[config.mk]
export PLATFORM = sky130hd
export DESIGN_NAME = rctn_ram
export DESIGN_NICKNAME = d
export VERILOG_FILES = /design/src/hw/rtl/rctn_ram.sv
export SDC_FILE = /design/constraint.sdc
export NUM_CORES = 1
export LEC_CHECK = 0
export ABC_AREA = 1
export BUFFER_PORTS_ARGS = -buffer_cell sky130_fd_sc_hd__buf_2
export CAP_MARGIN = 10
export CORE_MARGIN = 2
export CORE_UTILIZATION = 60
export DETAILED_ROUTE_END_ITERATION = 7
export PLACE_DENSITY = 0.73
export SLEW_MARGIN = 10
export SYNTH_ARGS = -nofsm -noshare
export SYNTH_HDL_FRONTEND = slang
export SYNTH_SLANG_ARGS = --single-unit
[constraint.sdc]
create_clock -name aclk -period 2.3 [get_ports aclk]
set_input_delay 0.345 -clock aclk [delete_from_list [all_inputs] [get_ports aclk]]
set_output_delay 0.345 -clock aclk [all_outputs]
set_load 0.02 [all_outputs]
[src/hw/rtl/rctn_ram.sv]
// ----------------------------------------------------------------------------
// rctn_ram
// Simple dual-port RAM: one write port, one read port with registered data.
// ----------------------------------------------------------------------------
module rctn_ram #(
    parameter int WIDTH = 8,
    parameter int DEPTH = 64
) (
    input  logic                     aclk,
    input  logic                     we,
    input  logic [$clog2(DEPTH)-1:0] waddr,
    input  logic [WIDTH-1:0]         wdata,
    input  logic                     re,
    input  logic [$clog2(DEPTH)-1:0] raddr,
    output logic [WIDTH-1:0]         rdata
);

    logic [WIDTH-1:0] ram_reg [DEPTH];
    logic [WIDTH-1:0] rdata_reg;

    // Write and registered read.
    always_ff @(posedge aclk) begin
        if (we) begin
            ram_reg[waddr] <= wdata;
        end
        if (re) begin
            rdata_reg <= ram_reg[raddr];
        end
    end

    assign rdata = rdata_reg;

endmodule

Yosys cells after proc, flatten, opt, wreduce, memory -nomap -nowiden
Memories as Yosys holds them, arrays and structs flattened. A register that Yosys moved wholly into a read port is not among the register bits.
Index checks and enable logic that the tools add are counted.
{ "totals": {"mem_count": 1, "ram_bits": 512, "ff_bits": 0, "word_cells": 3, "output_inout_bits": 8} }
{ "memory_table": {"columns": ["name", "words", "word_bits", "read_ports", "rd_ports_with_merged_regs", "write_ports", "line_no", "source"], "rows": [
  ["ram_reg", 64, 8, 1, 1, 1, "18", "logic [WIDTH-1:0] ram_reg [DEPTH];"]
]} }
{ "op_classes": {"mux": 2} }
{ "op_table": {"columns": ["cell", "count"], "rows": [
  ["1-bit two-way mux", 2]
]} }

Depth between registers and ports, before layout
{ "logic_depth": {"depth_word": 2, "depth_mapped": 12} }

Worst setup path before layout
OpenSTA, ideal clock, no wires.
{ "synth_path": {"path_type": "in2reg", "start": "input port we", "end": "memory ram_reg[48][0], enable pin", "t_arrival_ps": 1716, "slack_ps": 189, "stages": 3, "n_path_buf": 1, "setup_ps": 395, "required_time_ps": 1905, "path_cell_list": "clkbuf_1 > nand4_1 > nor4_1"} }
{ "synth_via": {"elab_chain_len": 2} }
{ "synth_lines": {"columns": ["item", "line_no", "source"], "rows": [
  ["start: declaration", "10", "input logic we,"],
  ["1-bit two-way mux", "23", "if (we) begin"],
  ["1-bit two-way mux (not written as such)", "24", "ram_reg[waddr] <= wdata;"],
  ["end: declaration", "18", null]
]} }
No other way between the ends.

==> results.sh <==
export IMPL_final_core_util_pct=68.1
export IMPL_ys_warn_count=0
export IMPL_initial_core_util_pct=60.5
export IMPL_hpwl_um=30500
export IMPL_setup_viol=0
export IMPL_synth_area_per_cell_um2=11.9
export IMPL_min_period_ps=1630
export IMPL_rsz0062_at_grt="no"
export IMPL_dp_cells=2295
export IMPL_gp_congestion=0.866
export IMPL_layout_common_cells="nand2_1 (648), edfxtp_1 (520), nand3_1 (439)"
export IMPL_crit_required_ps=2730
export IMPL_final_period_utilization_pct=70.7
export IMPL_cp_arrival_ps=2060
export IMPL_crit_chain="buf_6, inv_6, buf_4, nand2_1, nand3_1, nand3_1, nand2_1, nand2_1, nand3_1, nand3_1, nand2_1"
export IMPL_ant_nets=0
export IMPL_die_area_um2=37200
export IMPL_cts_buffer_depth=3
export IMPL_timing_hold_ws_ps=152
export IMPL_root_buffer="clkbuf_16"
export IMPL_antenna_found_initial=2
export IMPL_fp_dieW_um=193
export IMPL_worst_pin_slew_ps=811
export IMPL_outcome="complete, no violations"
export IMPL_timing_fmax_mhz=615
export IMPL_yosysSeqAreaShare_pct=72.9
export IMPL_final_common_cell="nand2_1"
export IMPL_syn_area_um2=21400
export IMPL_cts_made_buffers=51
export IMPL_slowest_stage="buf_4"
export IMPL_worstSkewPairLatency_ps=570
export IMPL_track_usage_pct=28.8
export IMPL_largest_register_ffs=512
export IMPL_io_buffer_count=30
export IMPL_hold_violations=0
export IMPL_area_delta_synth_final_pct=12.5
export IMPL_final_layout_size_suffix_gt1_share_pct=11.2
export IMPL_ios=31
export IMPL_maxSlewViolCount=0
export IMPL_cts_hold_buf=0
export IMPL_post_cts_resized=0
export IMPL_cts_sinks=520
export IMPL_path_clk_slew_ps=60
export IMPL_nets=1911
export IMPL_drc=0
export IMPL_leakage_uw=0.00885
export IMPL_synth_cell_types=15
export IMPL_fin_tns_setup_ps=0
export IMPL_crit_buf_inv=3
export IMPL_critPathTopFamily="simple AND/OR/NAND/NOR gates"
export IMPL_vias=14300
export IMPL_cts_setup_buffers=0
export IMPL_grt_pass1_wl_um=79500
export IMPL_p_per_area_nw_per_um2=840
export IMPL_die_height_um=193
export IMPL_worstSetupStartpointType="primary input"
export IMPL_crit_fanout=36
export IMPL_drt_iter0_markers=1705
export IMPL_coreArea_um2=35400
export IMPL_rows=69
export IMPL_htree_levels=2
export IMPL_cts_tree="built"
export IMPL_critical_path_class="in2reg"
export IMPL_layout_cells_non_filler=2385
export IMPL_routedWlPerCell_um=22.0
export IMPL_grt_overflow=0
export IMPL_drv_cap=0
export IMPL_ys_seq_elements=520
export IMPL_grt_pass1_vias=13900
export IMPL_via_per_inst=6.01
export IMPL_power_uw=20200
export IMPL_end_kind="flip-flop"
export IMPL_dr_pass1_iters=6
export IMPL_syn_nets=1828
export IMPL_slowest_delay_ps=310
export IMPL_wl_um=52600
export IMPL_ir_drop_v=0.000660
export IMPL_synthCells=1805
export IMPL_hold_path_class="in2reg"
export IMPL_slew_headroom_pct=46.0
export IMPL_fin_skew_ps=18.1
export IMPL_grt_max_degree=99
kinds of logic (layout without fill, tap and decap cells):
group | after synthesis | after routing | synth area share [%]
flops | 520 | 520 | 72.9
simple gates | 1160 | 1160 | 23.1
other cells | 0 | 3 | 0
buf+inv | 125 | 241 | 4.01
power by group:
group | leakage [uW] | total (uW) | internal, uW | switching, uW
logic | 0.00335 | 1270 | 343 | 931
clock network | 0.000812 | 8440 | 5060 | 3380
registers | 0.00469 | 10500 | 10500 | 21.0
Yosys cell counts, drive strengths merged:
cell type / count / area share (%)
nand2: 648 / 11
nand3: 439 / 10
inv: 12 / 0.23
nor2: 56 / 0.98
clkbuf: 15 / 0.26
edfxtp: 520 / 73
nand4: 9 / 0.26
buf: 98 / 3.5
nor4: 8 / 0.23
layout make-up:
| cell class | instances | area, um^2 |
|---|---|---|
| Sequential cell | 520 | 15600 |
| Fill cell | 2467 | 11300 |
| Clock buffer | 61 | 1360 |
| Clock inverter | 25 | 323 |
| Multi-Input combinational cell | 1160 | 4950 |
| Inverter | 12 | 52.6 |
| Tap cell | 461 | 577 |
| Antenna cell | 3 | 7.51 |
| Timing Repair Buffer | 143 | 1210 |
stage by stage:
| step | setup slack [ps] | area [um^2] |
|---|---|---|
| 2_1_floorplan | 189 | 21400 |
| 3_3_place_gp | 87.7 | 22400 |
| 3_5_place_dp | 76.8 | 22400 |
| 4_1_cts | 673 | 24100 |
| 5_1_grt | 570 | 24100 |
| 6_report | 675 | 24100 |
final timing paths:
check,startpoint,end,slack [ps],cells after the start
hold / removal,re,rdata[2]$_DFFE_PP_,150,1
setup reg to reg,ram_reg[63][7]$_DFFE_PP_,rdata[7]$_DFFE_PP_,760,8
setup / recovery,raddr[0],rdata[7]$_DFFE_PP_,670,11
hold reg to reg,ram_reg[6][4]$_DFFE_PP_,rdata[4]$_DFFE_PP_,920,8
routing by layer:
| metal | share of wire [%] | wire length, um | GRT usage (%) |
|---|---|---|---|
| met1 | 39 | 20500 | 39.2 |
| met2 | 48 | 25200 | 46.6 |
| met3 | 10 | 5400 | 6.05 |
| met4 | 2.9 | 1550 | 9.99 |
| met5 | 0 | 0 | 0 |
No activity file was read; power rests on OpenSTA's default activity.
