File: src/hw/rtl/rctn_pkg.sv
// ----------------------------------------------------------------------------
// rctn_pkg
// Shared types, sizes and codes for the row convolution, transpose and
// normalization block.
// ----------------------------------------------------------------------------
package rctn_pkg;

    // Largest image and kernel the storage is built for.
    localparam int MAX_WIDTH  = 64;
    localparam int MAX_HEIGHT = 64;
    localparam int MAX_RADIUS = 31;

    // Derived storage sizes.
    localparam int TAP_DEPTH = 2 * MAX_RADIUS + 1;
    localparam int PIX_DEPTH = MAX_WIDTH * MAX_HEIGHT;
    localparam int TAP_AW    = $clog2(TAP_DEPTH);
    localparam int PIX_AW    = $clog2(PIX_DEPTH);
    localparam int X_W       = $clog2(MAX_WIDTH);
    localparam int Y_W       = $clog2(MAX_HEIGHT);
    localparam int EW_W      = $clog2(MAX_WIDTH + 1);
    localparam int EH_W      = $clog2(MAX_HEIGHT + 1);
    localparam int R_W       = $clog2(MAX_RADIUS + 1);
    localparam int TOT_W     = $clog2(PIX_DEPTH + 1);
    localparam int CL_W      = $clog2(MAX_WIDTH + TAP_DEPTH) + 1;

    // Fixed widths of the data path.
    localparam int CNT_W  = 13;
    localparam int TAP_W  = 16;
    localparam int PIX_W  = 8;
    localparam int PROD_W = TAP_W + PIX_W;
    localparam int ACC_W  = PROD_W + $clog2(TAP_DEPTH);
    localparam int DVD_W  = 16;
    localparam int FRAC_W = 15;

    // Register map, by word index.
    localparam logic [1:0] REG_WIDTH  = 2'd0;
    localparam logic [1:0] REG_HEIGHT = 2'd1;
    localparam logic [1:0] REG_RADIUS = 2'd2;

    localparam logic [6:0] RST_WIDTH  = 7'd24;
    localparam logic [6:0] RST_HEIGHT = 7'd24;
    localparam logic [4:0] RST_RADIUS = 5'd12;

    typedef enum logic [1:0] {
        FUNC_TAP   = 2'd0,
        FUNC_PIXEL = 2'd1,
        FUNC_FETCH = 2'd2
    } func_t;

    typedef struct packed {
        func_t       func;
        logic [5:0]  tap_index;
        logic [15:0] tap_weight;
        logic [7:0]  pixel_in;
    } in_word_t;

    typedef struct packed {
        logic [7:0] pixel_out;
        logic       last_pixel;
    } out_word_t;

    // Control from the sequencer to the multiply-accumulate unit.
    typedef struct packed {
        logic clear;
        logic valid;
    } mac_ctl_t;

    typedef enum logic [2:0] {
        ST_IDLE,
        ST_CONV,
        ST_DRAIN,
        ST_FRD,
        ST_FDIV,
        ST_FPUT
    } state_t;

endpackage

File: src/hw/rtl/rctn_div.sv
// ----------------------------------------------------------------------------
// rctn_div
// Restoring divider, one quotient bit per cycle over the sixteen-bit dividend.
// ----------------------------------------------------------------------------
module rctn_div (
    input  logic                        aclk,
    input  logic                        aresetn,
    input  logic                        start,
    input  logic [rctn_pkg::DVD_W-1:0]  dividend,
    input  logic [rctn_pkg::PIX_W-1:0]  divisor,
    output logic                        done,
    output logic [rctn_pkg::DVD_W-1:0]  quotient
);
    import rctn_pkg::*;

    localparam int CW = $clog2(DVD_W + 1);

    logic [DVD_W-1:0] quo_reg, quo_next;
    logic [PIX_W-1:0] rem_reg, rem_next;
    logic [PIX_W-1:0] dvs_reg, dvs_next;
    logic [CW-1:0]    cnt_reg, cnt_next;
    logic             busy_reg, busy_next;
    logic             done_reg, done_next;
    logic [PIX_W:0]   trial;
    logic             ge;

    // One shift-and-subtract step per cycle.
    always_comb begin
        trial     = {rem_reg, quo_reg[DVD_W-1]};
        ge        = trial >= {1'b0, dvs_reg};
        quo_next  = quo_reg;
        rem_next  = rem_reg;
        dvs_next  = dvs_reg;
        cnt_next  = cnt_reg;
        busy_next = busy_reg;
        done_next = 1'b0;
        if (start) begin
            quo_next  = dividend;
            rem_next  = '0;
            dvs_next  = divisor;
            cnt_next  = CW'(DVD_W);
            busy_next = 1'b1;
        end else if (busy_reg) begin
            rem_next = ge ? PIX_W'(trial - {1'b0, dvs_reg}) : trial[PIX_W-1:0];
            quo_next = {quo_reg[DVD_W-2:0], ge};
            cnt_next = cnt_reg - 1'b1;
            if (cnt_reg == CW'(1)) begin
                busy_next = 1'b0;
                done_next = 1'b1;
            end
        end
    end

    always_ff @(posedge aclk) begin
        if (!aresetn) begin
            busy_reg <= 1'b0;
            done_reg <= 1'b0;
            cnt_reg  <= '0;
        end else begin
            busy_reg <= busy_next;
            done_reg <= done_next;
            cnt_reg  <= cnt_next;
        end
        quo_reg <= quo_next;
        rem_reg <= rem_next;
        dvs_reg <= dvs_next;
    end

    assign done     = done_reg;
    assign quotient = quo_reg;

endmodule

File: config.mk
export PLATFORM = sky130hd
export DESIGN_NAME = rctn_div
export DESIGN_NICKNAME = d
export VERILOG_FILES = /design/src/hw/rtl/rctn_pkg.sv /design/src/hw/rtl/rctn_div.sv
export SDC_FILE = /design/constraint.sdc
export NUM_CORES = 1
export LEC_CHECK = 0
export BUFFER_PORTS_ARGS = -buffer_cell sky130_fd_sc_hd__buf_2
export CORE_MARGIN = 2
export CORE_UTILIZATION = 45
export CTS_CLUSTER_DIAMETER = 200
export DETAILED_ROUTE_END_ITERATION = 12
export GPL_ROUTABILITY_DRIVEN = 0
export PLACE_DENSITY = 0.68
export SYNTH_ARGS = -nofsm -noshare
export SYNTH_HDL_FRONTEND = slang
export SYNTH_SLANG_ARGS = --single-unit
File: constraint.sdc
create_clock -name aclk -period 3.45 [get_ports aclk]
set_input_delay 0.5175 -clock aclk [delete_from_list [all_inputs] [get_ports aclk]]
set_output_delay 0.5175 -clock aclk [all_outputs]
set_load 0.005 [all_outputs]
Word level (Yosys, flattened, before mapping)

Index checks and enable logic that the tools add are counted.

Register bits after elaboration: 39
Bits in latches: 0
Bits in writable memories: 0
Bits in read-only memories: 0
Input bits: 27
Word-level logic and storage cells: 25
Memories: 0

Add/sub/neg operators: 2
Multiply operators: 0
Div/mod/pow operators: 0
Order comparisons: 1
Eq/ne operators: 1
Shift operators: 0
Muxes and demuxes: 9
Bitwise logic cells: 2
Reduce and logical (&&, ||, !) cells: 3

Operator list:

| cell                                                                   | count |
|---|---|
| 16-bit two-way mux                                                     | 2 |
| 5-bit two-way mux                                                      | 2 |
| 9-bit by 8-bit >= comparator with 1-bit output                         | 1 |
| 8-bit two-way mux                                                      | 1 |
| 8-bit subtractor                                                       | 1 |
| 5-bit by 1-bit equality test with 1-bit output (second input constant) | 1 |
| 5-bit by 1-bit subtractor with 5-bit output (second input constant)    | 1 |
| 1-bit two-way mux                                                      | 4 |
| 3-bit OR reduction                                                     | 1 |
| 1-bit NOT                                                              | 2 |
| 2-bit nonzero test                                                     | 1 |
| 2-bit OR reduction                                                     | 1 |

Depth between registers and ports, before layout

Word-level depth: 4
Mapped depth: 8

Worst setup path after synthesis

Ideal clock, no wire load.

Kind: flip-flop to flip-flop
Start point: register quo_reg[15] (netlist: quotient[15])
End point: register rem_reg[6]
Arrival: 1.725 ns
Data required time: 3.366 ns
Setup slack: 1.641 ns
Cell stages (with the launch flop): 9
Cells stage by stage: edfxtp_1 -> inv_1 -> ha_1 -> fa_1 -> nand2b_1 -> a21oi_1 -> or4_1 -> and4_1 -> o31ai_2

Word-level cells in the longest chain between the ends: 2
Elaborated cells between the ends (all ways): 3
Those cells by class: add/sub (1); order compare (1); mux (1)

Ends and longest elaborated chain:

| element                                                                            | RTL line                       | source |
|---|---|---|
| from (decl)                                                                        | rctn_div.sv:18                 | `logic [DVD_W-1:0] quo_reg, quo_next;` |
| from (signal assigned)                                                             | rctn_div.sv:64                 | `quo_reg <= quo_next;` |
| 8-bit subtractor or 9-bit by 8-bit >= comparator with 1-bit output (tied branches) | rctn_div.sv:44, rctn_div.sv:30 |  |
| 8-bit two-way mux *                                                                | rctn_div.sv:44                 | `rem_next = ge ? PIX_W'(trial - {1'b0, dvs_reg}) : trial[PIX_W-1:0];` |
| to (signal assigned)                                                               | rctn_div.sv:65                 | `rem_reg <= rem_next;` |
| to (decl)                                                                          | rctn_div.sv:19                 | `logic [PIX_W-1:0] rem_reg, rem_next;` |

Every way passes the cells marked *; elsewhere a longest branch is shown, timed or not.
A chain may end at the register's enable or synchronous reset.

Worst setup path after layout

Same ends and word-level chain as after synthesis.

==> impl_metrics.tcl <==
set metrics [dict create \
    crit_chain "inv_1, ha_1, fa_1, nand2b_1, a21oi_1, nand3_1, and4_1, o31ai_2" \
    cts_tree "built" \
    grt.total_usage_pct 15.2 \
    whs_ps 397 \
    grt_pass1_vias 1402 \
    clk_path_buf_depth 2 \
    placed_cell_area_um2 2240 \
    cp-start-kind "flip-flop" \
    ys_seq_area_share_pct 51.6 \
    critPathTopFamily "adder cells" \
    grt_start_max_net_pins 33 \
    ir_drop_mv 0.258 \
    synth-edff-count 24 \
    routed_via_density 5.11 \
    hold_viol_final 0 \
    nFillCells 405 \
    syn_area_um2 1980 \
    fmax_mhz 517 \
    first_pass_iters 4 \
    fin_util_pct 54.2 \
    vias 1386 \
    synth_cell_types 39 \
    ys_async_sr_fraction_pct 0 \
    h-tree-depth 2 \
    period_needed_ps 1930 \
    die_h_um 70.3 \
    slew_violations 0 \
    max_stage_delay_ps 400 \
    finClkSkew_ps 4.40 \
    status "completed" \
    synth_top_flop_cell "edfxtp_1" \
    grt_pass1_wl_um 5970 \
    cts-buffers-inserted 5 \
    die_width_um 70.3 \
    numPortBuffers 43 \
    clock_latency_ps 290 \
    clk_pin_slew_ps 80 \
    critPathArrivalTime_ps 2140 \
    syn_nets 209 \
    p_leak_nw 0.975 \
    power_density_nw_per_um2 444 \
    yosys.area.top_type "edfxtp_1" \
    maxCapViolations 0 \
    postSynthAreaPerCell_um2 11.6 \
    worst_pin_slew_ps 603 \
    drt_iter0_drc 44 \
    relSlewSlack_pct 59.7 \
    largest_reg_flops 16 \
    cts_setup_buffers 0 \
    synth_top_area_share_pct 36.5 \
    hold_buffers 0 \
    diodes 0 \
    drc_errors 0 \
    ys_top_cells_by_area "edfxtp_1 (36%), dfxtp_1 (15%), mux2_2 (9.7%), ha_1 (6.3%), inv_1 (2.8%)" \
    critPathBufInv 1 \
    required_ps 3660 \
    syn_inst 171 \
    worstSetupPathType "reg2reg" \
    crit_path_end_kind "flip-flop" \
    drive_gt1_share_pct 34.2 \
    setup-tns-final_ps 0 \
    clock-sinks 39 \
    overflow 0 \
    rows 24 \
    fin_nets 256 \
    slowest_stage "fa_1" \
    ant_nets 0 \
    ioPinCount 44 \
    start_util_pct 46.0 \
    antenna_found_initial 0 \
    hold_class "in2reg" \
    post-route-period-util_pct 56.0 \
    dieArea_um2 4940 \
    rsz0062_at_grt "no" \
    wl_per_cell_um 13.2 \
    hpwl_um 2620 \
    design_area_um2 2330 \
    worst-path-max-fanout 3 \
    fp.coreArea_um2 4290 \
    yosysWarningCount 0 \
    clock-root-buffer "clkbuf_8" \
    wirelength_um 3570 \
    post_cts_resize_count 0 \
    area_growth_pct 17.7 \
    setup_viol 0 \
    ys_ff_latch 39 \
]
## layout make-up
type | instances | area [um2] | share of cell area [%]
repair buffers | 44 | 223 | 9.58
multi-input cells | 113 | 877 | 37.7
flip-flops and latches | 39 | 1020 | 43.9
well taps | 52 | 65.1 | 2.80
clock inverters | 3 | 15.0 | 0.646
clock buffers | 5 | 68.8 | 2.96
inverters | 15 | 56.3 | 2.42
## cells in the mapped netlist (2+ instances only)
master and n:
a211oi_1 3, a21oi_1 6, a21oi_2 2, buf_1 2
dfxtp_1 15, edfxtp_1 24, ha_1 10, inv_1 15
mux2_2 17, mux2i_1 3, nand2_1 12, nand2b_1 4
nand3_1 2, nor2_1 15, nor2b_1 2, nor3_1 3
o21ai_0 6, or2b_1 2, xnor2_1 5, xor2_1 4
## cell families (layout without fill, tap and decap cells)
family,after synthesis,after routing,synth area share (%)
mux,20,20,11.2
buf+inv,19,67,3.99
simple gates,47,47,11.9
flops,39,39,51.6
xor+xnor,9,9,3.99
fa+ha+maj,11,11,7.34
compound gates,26,26,9.94
## worst register-to-register path, stage by stage, from the launching register on
cell	delay (ps)
edfxtp_1	370
inv_1	60
ha_1	220
fa_1	400
nand2b_1	170
a21oi_1	190
nand3_1	90
and4_1	200
o31ai_2	160
## placed cells by master (no fill, tap or decap), types with 3 or more instances in the layout
cell type  instances
buf_2             43
edfxtp_1          24
mux2_2            17
nor2_1            15
inv_1             15
dfxtp_1           15
nand2_1           12
ha_1              10
a21oi_1            6
o21ai_0            6
xnor2_1            5
clkbuf_8           5
nand2b_1           4
xor2_1             4
mux2i_1            3
a211oi_1           3
nor3_1             3
## layer usage
metal  routed length, um  global-route usage (%)
met4                  57                    5.13
met3                 261                    5.63
met1                1660                    18.0
met5                   0                       0
met2                1590                    25.5
## power by group
part | total [W] | internal [W] | switching (W)
Sequential | 0.000561 | 0.000538 | 0.0000224
Clock | 0.000293 | 0.000137 | 0.000156
Combinational | 0.000180 | 0.0000896 | 0.0000905
## per-stage QoR
stage	power (W)	cells	setup WS, ps
floorplan	0.000691	171	1640
global placement	0.000750	263	1590
detailed placement	0.000751	263	1540
CTS	0.00105	271	1520
global route	0.00109	271	1400
finish	0.00103	271	1520
## path summary, 6_finish.rpt
check | slack, ps | end | from | cells after the start
worst max-delay path | 1520 | rem_reg[6]$_SDFFE_PP0P_ | quotient[15]$_DFFE_PP_ | 8
worst min register to register | 490 | rem_reg[1]$_SDFFE_PP0P_ | rem_reg[1]$_SDFFE_PP0P_ | 2
worst min-delay path | 400 | dvs_reg[2]$_DFFE_PP_ | divisor[2] | 1
worst max register to register | 1520 | rem_reg[6]$_SDFFE_PP0P_ | quotient[15]$_DFFE_PP_ | 8
Power figures use the tool's default switching activity.
