$ cat src/hw/rtl/rctn_pkg.sv
// ----------------------------------------------------------------------------
// rctn_pkg
// Shared types, sizes and codes for the row convolution, transpose and
// normalization block.
// ----------------------------------------------------------------------------
package rctn_pkg;

    // Largest image and kernel the storage is built for.
    localparam int MAX_WIDTH  = 64;
    localparam int MAX_HEIGHT = 64;
    localparam int MAX_RADIUS = 31;

    // Derived storage sizes.
    localparam int TAP_DEPTH = 2 * MAX_RADIUS + 1;
    localparam int PIX_DEPTH = MAX_WIDTH * MAX_HEIGHT;
    localparam int TAP_AW    = $clog2(TAP_DEPTH);
    localparam int PIX_AW    = $clog2(PIX_DEPTH);
    localparam int X_W       = $clog2(MAX_WIDTH);
    localparam int Y_W       = $clog2(MAX_HEIGHT);
    localparam int EW_W      = $clog2(MAX_WIDTH + 1);
    localparam int EH_W      = $clog2(MAX_HEIGHT + 1);
    localparam int R_W       = $clog2(MAX_RADIUS + 1);
    localparam int TOT_W     = $clog2(PIX_DEPTH + 1);
    localparam int CL_W      = $clog2(MAX_WIDTH + TAP_DEPTH) + 1;

    // Fixed widths of the data path.
    localparam int CNT_W  = 13;
    localparam int TAP_W  = 16;
    localparam int PIX_W  = 8;
    localparam int PROD_W = TAP_W + PIX_W;
    localparam int ACC_W  = PROD_W + $clog2(TAP_DEPTH);
    localparam int DVD_W  = 16;
    localparam int FRAC_W = 15;

    // Register map, by word index.
    localparam logic [1:0] REG_WIDTH  = 2'd0;
    localparam logic [1:0] REG_HEIGHT = 2'd1;
    localparam logic [1:0] REG_RADIUS = 2'd2;

    localparam logic [6:0] RST_WIDTH  = 7'd24;
    localparam logic [6:0] RST_HEIGHT = 7'd24;
    localparam logic [4:0] RST_RADIUS = 5'd12;

    typedef enum logic [1:0] {
        FUNC_TAP   = 2'd0,
        FUNC_PIXEL = 2'd1,
        FUNC_FETCH = 2'd2
    } func_t;

    typedef struct packed {
        func_t       func;
        logic [5:0]  tap_index;
        logic [15:0] tap_weight;
        logic [7:0]  pixel_in;
    } in_word_t;

    typedef struct packed {
        logic [7:0] pixel_out;
        logic       last_pixel;
    } out_word_t;

    // Control from the sequencer to the multiply-accumulate unit.
    typedef struct packed {
        logic clear;
        logic valid;
    } mac_ctl_t;

    typedef enum logic [2:0] {
        ST_IDLE,
        ST_CONV,
        ST_DRAIN,
        ST_FRD,
        ST_FDIV,
        ST_FPUT
    } state_t;

endpackage

$ cat src/hw/rtl/rctn_mac.sv
// ----------------------------------------------------------------------------
// rctn_mac
// Shared multiply-accumulate unit. The product is registered before it is
// added, and the sum is rounded half up and saturated to eight bits.
// ----------------------------------------------------------------------------
module rctn_mac (
    input  logic                      aclk,
    input  logic                      aresetn,
    input  rctn_pkg::mac_ctl_t        ctl,
    input  logic [rctn_pkg::TAP_W-1:0] tap,
    input  logic [rctn_pkg::PIX_W-1:0] pix,
    output logic                      busy,
    output logic [rctn_pkg::PIX_W-1:0] sum_sat
);
    import rctn_pkg::*;

    logic [PROD_W-1:0] prod_reg, prod_next;
    logic              pv_reg, pv_next;
    logic [ACC_W-1:0]  acc_reg, acc_next;
    logic [ACC_W:0]    rounded;

    // Product stage and accumulator.
    always_comb begin
        prod_next = tap * pix;
        pv_next   = ctl.valid;
        acc_next  = acc_reg;
        if (ctl.clear) begin
            acc_next = '0;
        end else if (pv_reg) begin
            acc_next = acc_reg + ACC_W'(prod_reg);
        end
    end

    always_ff @(posedge aclk) begin
        if (!aresetn) begin
            pv_reg <= 1'b0;
        end else begin
            pv_reg <= pv_next;
        end
        prod_reg <= prod_next;
        acc_reg  <= acc_next;
    end

    // Round half up, then clip at full scale.
    assign rounded = ((ACC_W + 1)'(acc_reg) + (ACC_W + 1)'(1 << (FRAC_W - 1))) >> FRAC_W;
    assign sum_sat = (rounded > (ACC_W + 1)'(8'hff)) ? 8'hff : rounded[PIX_W-1:0];
    assign busy    = pv_reg;

endmodule

$ cat config.mk
export PLATFORM = sky130hd
export DESIGN_NAME = rctn_mac
export DESIGN_NICKNAME = d
export VERILOG_FILES = /design/src/hw/rtl/rctn_pkg.sv /design/src/hw/rtl/rctn_mac.sv
export SDC_FILE = /design/constraint.sdc
export NUM_CORES = 1
export LEC_CHECK = 0
export BUFFER_PORTS_ARGS = -buffer_cell sky130_fd_sc_hd__buf_4
export CAP_MARGIN = 40
export CORE_ASPECT_RATIO = 1.75
export CORE_MARGIN = 2
export CORE_UTILIZATION = 55
export CTS_CLUSTER_DIAMETER = 200
export CTS_CLUSTER_SIZE = 25
export DETAILED_ROUTE_END_ITERATION = 8
export PLACE_DENSITY = 0.83
export SETUP_SLACK_MARGIN = 0.02
export SYNTH_ARGS = -nofsm -noshare
export SYNTH_HDL_FRONTEND = slang
export SYNTH_SLANG_ARGS = --single-unit
$ cat constraint.sdc
create_clock -name aclk -period 5.25 [get_ports aclk]
set_input_delay 1.05 -clock aclk [delete_from_list [all_inputs] [get_ports aclk]]
set_output_delay 1.05 -clock aclk [all_outputs]
set_load 0.005 [all_outputs]
# Yosys cells after proc, flatten, opt, wreduce, memory -nomap -nowiden
# Cells that the tools add are included.
dict set report op_classes {
  bitwise_logic 0
  multipliers 1
  shift 0
  order_cmp 1
  n_div 0
  add_sub_neg 2
  reduce_logical 0
  n_eq_ne 0
  n_mux 1
}
# operator count
set ops {}
lappend ops {{$add 30x15->31 const B} 1}
lappend ops {{$add 30x24->30} 1}
lappend ops {{$mul 16x8->24} 1}
lappend ops {{$gt 16x8->1 const B} 1}
lappend ops {{$mux 8} 1}
dict set report totals {
  output_inout_bits 9
  input_bits 28
  mem_count 0
  ff_bits 55
  latchBits 0
  mem_bits_ro 0
  mem_bits_rw 0
  elab_cells 8
}

# Logic depth before layout (Yosys ltp)
# Gate-level depths: netlist (run 1).
dict set report depth {
  word_depth 3
  ltp_mapped 20
  mapped_depth_nobuf 19
}

# Worst setup path after synthesis (run 1)
# No wires, ideal clock.
dict set report synth_path {
  path_type {input-to-reg}
  startpoint {input port pix[7] in the netlist's numbering}
  endpoint {register prod_reg[21]}
  setup_slack_ns -0.108
  setup_ns 0.118
  stages 19
  required_ns 5.132
  n_path_buf 1
  arrival_time_ns 5.240
  cell_sequence {clkbuf_1 -> nand2_1 -> fa_1 -> fa_1 -> inv_1 -> fa_1 -> inv_1 -> fa_1 -> inv_1 -> ha_1 -> o21ai_1 -> a211oi_1 -> o31ai_1 -> a211oi_1 -> o21bai_1 -> a31o_1 -> o21bai_1 -> a21oi_1 -> xnor2_1}
}
dict set report synth_between {
  elab_chain_len 1
}
# item line_no
set synth_lines {}
lappend synth_lines {{from (decl)} rctn_mac.sv:11} ;# input logic [rctn_pkg::PIX_W-1:0] pix,
lappend synth_lines {{$mul 16x8->24} rctn_mac.sv:24} ;# prod_next = tap * pix;
lappend synth_lines {{net prod_next[21]} rctn_mac.sv:17} ;# logic [PROD_W-1:0] prod_reg, prod_next;
lappend synth_lines {{to (signal assigned)} rctn_mac.sv:40} ;# prod_reg <= prod_next;
lappend synth_lines {{to (decl)} rctn_mac.sv:17}
# The timed path passes the listed nets, and every way through them passes these cells.
# A chain may end at the register's enable or synchronous reset.

# Final worst setup path (run 1)
dict set report layout_path {
  startpoint {input port pix[4] in the netlist's numbering}
  endpoint {register prod_reg[21]}
}
# The elaborated chain is that of the path after synthesis.

==> results of run 1 <==
-- worst max-delay path, stage by stage --
cell and delay, ps:
buf_4 150, and2_1 160, fa_2 570, fa_1 420, fa_1 490, inv_1 60
fa_1 520, inv_1 60, ha_4 290, nand2_1 60, a211oi_2 220, o31ai_2 120
a211oi_2 300, o21bai_1 140, a31o_1 260, o21bai_1 120, a21oi_1 90, xnor2_1 130
-- per-layer routing --
layer / track usage [%] / part of all wire [%]
met5: 0 / 0
met2: 40.4 / 55
met1: 25.2 / 40
met4: 7.46 / 2.6
met3: 1.88 / 1.9
-- power by group --
group / leakage (nW) / internal [W] / switching (W) / total [W]
Clock: 0.0769 / 0.000223 / 0.000144 / 0.000367
Combinational: 3.32 / 0.00131 / 0.00141 / 0.00272
Sequential: 0.456 / 0.000568 / 0.0000742 / 0.000642
Total: 3.85 / 0.00210 / 0.00163 / 0.00373
-- logic make-up after synthesis --
kind of cell	count (synthesis)
XOR/XNOR	49
flip-flops	55
adder cells (fa/ha/maj)	154
AO/OA/AOI/OAI	123
buffers and inverters	130
multiplexers	15
AND/OR/NAND/NOR	277
-- timing repair --
item                       in CTS  in global routing
gates resized for setup         1                 20
setup endpoints to repair       2                  7
pin swaps                       0                 24
-- final cells by class --
type,instances,area share (%)
Multi-Input combinational cell,618,69.4
Sequential cell,55,13.7
Timing Repair Buffer,75,7.20
Inverter,110,5.14
Tap cell,168,2.62
Clock buffer,6,1.60
Clock inverter,1,0.374
-- how the worst min path moves through the flow --
stage                     slack [ps]  cells after the start     endpoint        start
after floorplan                  450                      2  acc_reg[10]  acc_reg[10]
after detailed placement         480                      2  acc_reg[10]  acc_reg[10]
after global placement           470                      2  acc_reg[10]  acc_reg[10]
after global routing             510                      2  acc_reg[10]  acc_reg[10]
after CTS                        490                      2  acc_reg[10]  acc_reg[10]
final                            500                      2  acc_reg[10]  acc_reg[10]
-- cells in the mapped netlist (all sizes together) (2+ instances only) --
master,n,share of area [%]
a211o,3,0.37
a211oi,13,1.5
a21o,14,1.5
a21oi,35,2.5
a31o,2,0.25
a31oi,7,0.62
and2,115,10
and3,3,0.34
buf,6,0.43
clkbuf,14,0.75
dfxtp,55,16
fa,85,24
ha,69,12
inv,110,5.9
mux2,2,0.32
mux2i,13,1.8
nand2,46,2.5
nand2b,14,1.3
nand3,12,0.85
nand4,6,0.53
nand4b,2,0.34
nor2,54,2.9
nor2b,5,0.44
nor3,9,0.64
nor3b,2,0.28
o211ai,4,0.43
o21a,5,0.53
o21ai,19,1.4
o21bai,8,0.85
o22ai,4,0.35
o31a,2,0.25
o31ai,3,0.39
or3,5,0.44
xnor2,29,3.6
xor2,20,2.5
-- through the flow --
stage,hold slack (ps),std cells,setup WS [ps]
finish,497,1033,213
global route,510,1033,18.8
CTS,494,1033,21.0
detailed placement,483,1026,-314
global placement,465,1026,-225
floorplan,450,803,18.2
==> metrics, run 1 <==
status=finished clean; measured slew at the worst slew-check pin=526 ps; share of layout cells above drive strength 1=13.3%; Clock Skews=7.35 ps; largest family of logic cells by synthesized area=adder cells; utilization after layout=64.2%; register area share after synthesis=15.6%; CTS Sinks=55; Final #Nets=1047; IO buf count=36; Tot GR Track Use=21.8%; Startpoint Class=input port; top_reg_cell synth=dfxtp_1; crit path time final=5040 ps; min-delay worst type=reg2reg; FF+latch count, synth=55; Clock Latency Late Sink=300 ps; r2r setup slk=2650 ps; Placed Area=7760 sq um; RSZ-0062 raised after global routing=false; Ys Warns=0; initial antenna violation count=0; Leak=3.85 nW; number of library cell types mapped by synthesis=56; # diodes=0; final WL=13900 um; Synth Area in Compound Gates=11.6%; starting DRC count in detailed routing=171; Max FO, Critical Path=9; Period Utilization, post-route=95.9%; CP arrival=5220 ps; Worst R2R Start=acc_reg[0]; Die Ht=154 um; crit path from=pix[4]; Final Hold Viols=0; Placer Congestion=0.928; Worst slew margin=64.9%; clock slew at reported path FFs=70 ps; EDFF count, synth=0; Filler cells=1038; maximum root-to-sink buffer count=2; area grow syn2layout=13.9%; XOR/XNOR share of the synthesized area=6.08%; CTS tree=built; CTS Buf Count=5; post-route cell area=8030 sq um; CTS Hold Buffers Added=0; Syn Nets=985; commonest cells after routing, fill and taps aside=112 x and2_1, 110 x inv_1, 83 x fa_1; grt total ovfl=0; Residual DRC=0; IO Count=37; die width=89.6 um; DP Wirelength=11600 um; peak supply drop=0.000212 V; total core area=12500 sq um; crit path kind=in2reg; Adder-Cell Fraction of Synth Area=36.4%; Starting Density=56.4%; total power=0.00373 W; fmax=0.199 GHz; DR pass1 iterations=4; CP endpoint kind=flop; Syn Inst Count=803; crit path to=prod_reg[21]; post-CTS setup buffers=0; mux cell area share after synthesis=2.16%; Root Buffer=clkbuf_16; multi-input logic area=5570 sq um; sequential standard cell area=1100 sq um; setup tns final=0 ps; worst path required time=5430 ps; # rows=54; Die ar.=13800 sq um; setup violators final=0; Routed wire per std cell=13.4 um; vias per inst=5.29; Syn Std Cell Area=7050 sq um; routed via count=5462; Post-Synth Simple-Gate Area=21.2%; pin count of the biggest net entering global routing=37; Synth Area per Inst=8.78 sq um; Slew Viols, Final=0; r2r worst-path depth=12; first-pass GRT wire length=24500 um; fraction of registers with async set/reset=0%; Largest register FFs=30; most common cell after layout, fill and taps aside=and2_1; H-tree depth=2; R2R Path End=acc_reg[28]; vias in the first global route=5787; final antenna-violating net count=0; Max-Cap Viols=0; Pwr Density=464 nW/um^2
Power figures use the tool's default switching activity.
==> inputs of run 2 (changes only) <==
--- a/config.mk
+++ b/config.mk
@@ -9,11 +9,11 @@
 export CAP_MARGIN = 40
 export CORE_ASPECT_RATIO = 1.75
 export CORE_MARGIN = 2
-export CORE_UTILIZATION = 55
+export CORE_UTILIZATION = 41
 export CTS_CLUSTER_DIAMETER = 200
 export CTS_CLUSTER_SIZE = 25
 export DETAILED_ROUTE_END_ITERATION = 8
-export PLACE_DENSITY = 0.83
+export PLACE_DENSITY = 0.66
 export SETUP_SLACK_MARGIN = 0.02
 export SYNTH_ARGS = -nofsm -noshare
 export SYNTH_HDL_FRONTEND = slang
==> run 2 against run 1 <==
  * Via count down 0.97%
  * Clock skew up 2.2 ps
  * First-iteration DRC count down 36%
  * Design area up 1.3%
  * Setup slack worse by 5.0 ps
  * Register-to-register slack worse by 60 ps
  * Sequential power about the same
  * Critical path depth unchanged
==> metrics, run 2 (same netlist as run 1, synthesis figures left out) <==
status=finished clean; pin count of the biggest net entering global routing=32; CTS tree=built; Net Sw Frac=43.8%; starting DRC count in detailed routing=109; min-delay worst type=reg2reg; IO Count=37; measured slew at the worst slew-check pin=862 ps; Max-Cap Viols=0; Sw Pwr=0.00162 W; IO buf count=36; # diodes=0; Worst slew margin=42.5%; total core area=16900 sq um; H-tree depth=2; final WL=14300 um; DP Wirelength=12100 um; setup tns final=0 ps; Starting Density=41.8%; Die ar.=18300 sq um; CTS Buf Count=5; fmax=0.198 GHz; r2r worst-path depth=10; CP endpoint kind=flop; Cells after DPL=1090; DR pass1 iterations=4; vias per inst=4.93; Startpoint Class=input port; Routed wire per std cell=13.0 um; Max FO, Critical Path=11; most common cell after layout, fill and taps aside=and2_1; commonest cells after routing, fill and taps aside=111 x and2_1, 109 x inv_1, 84 x fa_1; crit path from=pix[2]; Root Buffer=clkbuf_16; maximum root-to-sink buffer count=2; Placer Congestion=0.852; R2R Path End=acc_reg[27]; Slew Viols, Final=0; Clock Skews=9.51 ps; Residual DRC=0; vias in the first global route=5675; CP arrival=5230 ps; RSZ-0062 raised after global routing=false; crit path to=prod_reg[23]; Layout Cells excl Fill=1098; hold_ws=479 ps; setup violators final=0; Pwr Density=456 nW/um^2; r2r setup slk=2590 ps; initial antenna violation count=0; share of layout cells above drive strength 1=14.0%; first-pass GRT wire length=24700 um; routed via count=5409; cell internal pwr=0.00208 W; Final #Nets=1052; crit path time final=5040 ps; Die Ht=178 um; clock share of power=9.2%; Period Utilization, post-route=96.0%; worst path required time=5430 ps; grt total ovfl=0; post-CTS setup buffers=0; Worst Hold Depth=2; Largest register FFs=30; Final Hold Viols=0; Filler cells=1640; clock slew at reported path FFs=70 ps; # rows=63; Leak=3.87 nW; crit path kind=in2reg; utilization after layout=48.2%; Clock Latency Late Sink=300 ps; Logic pwr share=73.4%; Reg power frac=17.4%; final antenna-violating net count=0; Tot GR Track Use=16.6%; die width=103 um; Worst R2R Start=prod_reg[10]; area grow syn2layout=15.3%; peak supply drop=0.000192 V; CTS Sinks=55
## run 2: worst min path at each step
| stage | from | end |
|---|---|---|
| 6_report | acc_reg[10] | acc_reg[10] |
| 3_3_place_gp | acc_reg[10] | acc_reg[10] |
| 4_1_cts | acc_reg[10] | acc_reg[10] |
| 5_1_grt | acc_reg[10] | acc_reg[10] |
| 2_1_floorplan | acc_reg[10] | acc_reg[10] |
| 3_5_place_dp | acc_reg[10] | acc_reg[10] |
## run 2: area by class of cell
type / count / area, sq um / area share, %
multi-input combinational: 618 / 5570 / 68.5
sequential: 55 / 1100 / 13.5
timing repair buffer: 80 / 616 / 7.57
inverter: 110 / 413 / 5.08
tap: 227 / 284 / 3.49
clock buffer: 7 / 143 / 1.75
clock inverter: 1 / 8.76 / 0.108
## run 2: layer usage
metal | wire length, um | vias up | track usage [%]
met5 | 0 | - | 0
met4 | 277 | 0 | 5.43
met3 | 240 | 16 | 1.22
met2 | 8030 | 61 | 32.3
met1 | 5720 | 2601 | 18.4
li1 | - | 2731 | -
## run 2: per-stage QoR
step                cell area [sq um]  setup WS, ps  total power [W]
floorplan                        7070          18.2          0.00259
global placement                 7870          -289          0.00322
detailed placement               7870          -360          0.00327
CTS                              8040          41.8          0.00366
global route                     8130          20.1          0.00414
finish                           8130           208          0.00371
## run 2: power by group through the flow
stage | registers (W) | clock network [W] | logic (W)
2_1_floorplan | 0.000626 | 0 | 0.00196
3_3_place_gp | 0.000652 | 0 | 0.00257
4_1_cts | 0.000645 | 0.000354 | 0.00266
5_1_grt | 0.000660 | 0.000371 | 0.00311
6_report | 0.000644 | 0.000341 | 0.00272
3_5_place_dp | 0.000652 | 0 | 0.00262
## run 2: worst max-delay path, stage by stage
cell and delay [ps]:
buf_4 150, and2_4 150, fa_1 560, fa_1 440, fa_1 490, inv_1 50
fa_1 520, inv_1 70, ha_4 280, nand2_2 50, a211oi_2 250, o31ai_2 130
a211oi_2 290, o21bai_1 120, a31o_1 250, o21ai_1 130, a21oi_1 90, xnor2_1 120
## run 2: timing repair
item	4_1_cts	5_1_grt
pin swaps	0	22
endpoints found under the hold margin	0	0
gates cloned	0	0
hold buffers	0	0
gates resized for setup	3	19
endpoints found under the setup margin	3	7
==> inputs of run 3 (changes only) <==
--- a/config.mk
+++ b/config.mk
@@ -13,6 +13,7 @@
 export CTS_CLUSTER_DIAMETER = 200
 export CTS_CLUSTER_SIZE = 25
 export DETAILED_ROUTE_END_ITERATION = 8
+export GPL_ROUTABILITY_DRIVEN = 0
 export PLACE_DENSITY = 0.66
 export SETUP_SLACK_MARGIN = 0.02
 export SYNTH_ARGS = -nofsm -noshare
==> constraint.sdc (replaced) <==
create_clock -name aclk -period 5.25 [get_ports aclk]
set_input_delay 0.525 -clock aclk [delete_from_list [all_inputs] [get_ports aclk]]
set_output_delay 0.525 -clock aclk [all_outputs]
set_load 0.02 [all_outputs]
==> run 3 against run 2 <==
  * Critical path depth stayed put
  * Register-to-register slack gained 30 ps
  * Clock power increased by 3%
  * Setup slack gained 210 ps
  * Maximum frequency up 4.4%
  * Design area decreased by 5.0%
  * Routed wire length increased by 0.79%
  * Worst hold slack got worse by 60 ps
  * First-iteration DRC count grew 49%
  * Sequential power barely moved
  * Sequential share of layout area is 0.72 points higher
  * Largest power group unchanged
==> metrics, run 3 (same netlist as run 1, synthesis figures left out) <==
status=finished clean; pin count of the biggest net entering global routing=32; IO buf count=36; vias per inst=4.99; hold_ws=419 ps; Largest register FFs=30; Net Sw Frac=45.9%; routed via count=5275; Clock Skews=11.2 ps; vias in the first global route=5590; total core area=16900 sq um; Final Hold Viols=0; share of layout cells above drive strength 1=7.58%; crit path time final=4830 ps; die width=103 um; CP endpoint kind=flop; commonest cells after routing, fill and taps aside=115 x and2_1, 110 x inv_1, 85 x fa_1; Max FO, Critical Path=16; Worst R2R Start=acc_reg[0]; H-tree depth=2; Hold Crit Start=ctl[0]; Max-Cap Viols=0; peak supply drop=0.000175 V; multi-input logic area=5460 sq um; Die ar.=18300 sq um; CP arrival=5020 ps; initial antenna violation count=0; worst path required time=5440 ps; Filler cells=1703; Pwr Density=445 nW/um^2; CTS Buf Count=5; Startpoint Class=input port; Logic pwr share=71.2%; DR pass1 iterations=4; Slew Viols, Final=0; Starting Density=41.8%; CTS Sinks=55; sequential standard cell area=1100 sq um; setup violators final=0; CTS tree=built; Die Ht=178 um; Tot GR Track Use=17.3%; clock slew at reported path FFs=80 ps; most common cell after layout, fill and taps aside=and2_1; final antenna-violating net count=0; final WL=14400 um; CTS Hold Buffers Added=0; Leak=3.66 nW; area grow syn2layout=9.49%; Period Utilization, post-route=92.0%; first-pass GRT wire length=25100 um; maximum root-to-sink buffer count=2; measured slew at the worst slew-check pin=522 ps; clock share of power=10.2%; # rows=63; DP Wirelength=11800 um; Final #Nets=1012; Reg power frac=18.7%; Sw Pwr=0.00158 W; grt total ovfl=0; fmax=0.207 GHz; min-delay worst type=in2reg; crit path from=pix[7]; Residual DRC=0; IO Count=37; total power=0.00344 W; setup tns final=0 ps; Clock Latency Late Sink=310 ps; RSZ-0062 raised after global routing=false; Routed wire per std cell=13.6 um; starting DRC count in detailed routing=162; # diodes=0; Root Buffer=clkbuf_16; cell internal pwr=0.00186 W; crit path kind=in2reg; Worst slew margin=65.2%
[run 3: layer usage]
metal  up-vias  part of all wire (%)  track usage [%]
met4         0                   2.3             6.36
met1      2540                    42             19.8
met2        62                    54             32.3
met5         -                     0                0
met3        18                   1.9             1.58
li1       2655                     -                -
[run 3: path summary, 6_finish.rpt]
kind	end	slack (ps)	cells past startpoint
min reg2reg	acc_reg[10]	490	2
min	busy	420	2
max	prod_reg[20]	420	18
max reg2reg	acc_reg[28]	2620	12
[run 3: power groups by stage]
stage / Sequential, W / Combinational [W] / Clock [W]
floorplan: 0.000627 / 0.00198 / 0
global placement: 0.000653 / 0.00242 / 0
detailed placement: 0.000651 / 0.00245 / 0
CTS: 0.000643 / 0.00247 / 0.000364
global route: 0.000659 / 0.00281 / 0.000376
finish: 0.000642 / 0.00245 / 0.000350
[run 3: what timing repair did]
item | 4_1_cts | 5_1_grt
setup endpoints to repair | 0 | 1
setup buffers | 0 | 0
resized for setup | 0 | 1
[run 3: critical path: stages]
cell and delay [ps]:
buf_4 170, and2_1 170, fa_1 500, fa_1 510, fa_1 540, inv_1 50
fa_1 530, inv_1 40, ha_1 360, o21a_1 150, nor2_1 40, a211oi_1 310
nor3_1 130, o41ai_1 420, a21oi_1 180, o21bai_1 150, a21oi_1 90, xnor2_1 130
[run 3: final cells by class]
cell class                 count  area share, %
tap                          227           3.68
inverter                     110           5.35
timing repair buffer          40           3.99
clock buffer                   6           1.80
sequential                    55           14.3
clock inverter                 2          0.211
multi-input combinational    618           70.7
[run 3: through the flow]
| stage | util [%] | setup slack (ps) | area [sq um] | std cells |
|---|---|---|---|---|
| 6_report | 45.8 | 419 | 7720 | 1058 |
| 3_5_place_dp | 44.8 | -0.687 | 7560 | 1050 |
| 4_1_cts | 45.7 | 310 | 7720 | 1058 |
| 3_3_place_gp | 44.7 | 49.6 | 7550 | 1049 |
| 5_1_grt | 45.8 | 110 | 7720 | 1058 |
| 2_1_floorplan | - | 417 | 7050 | 803 |
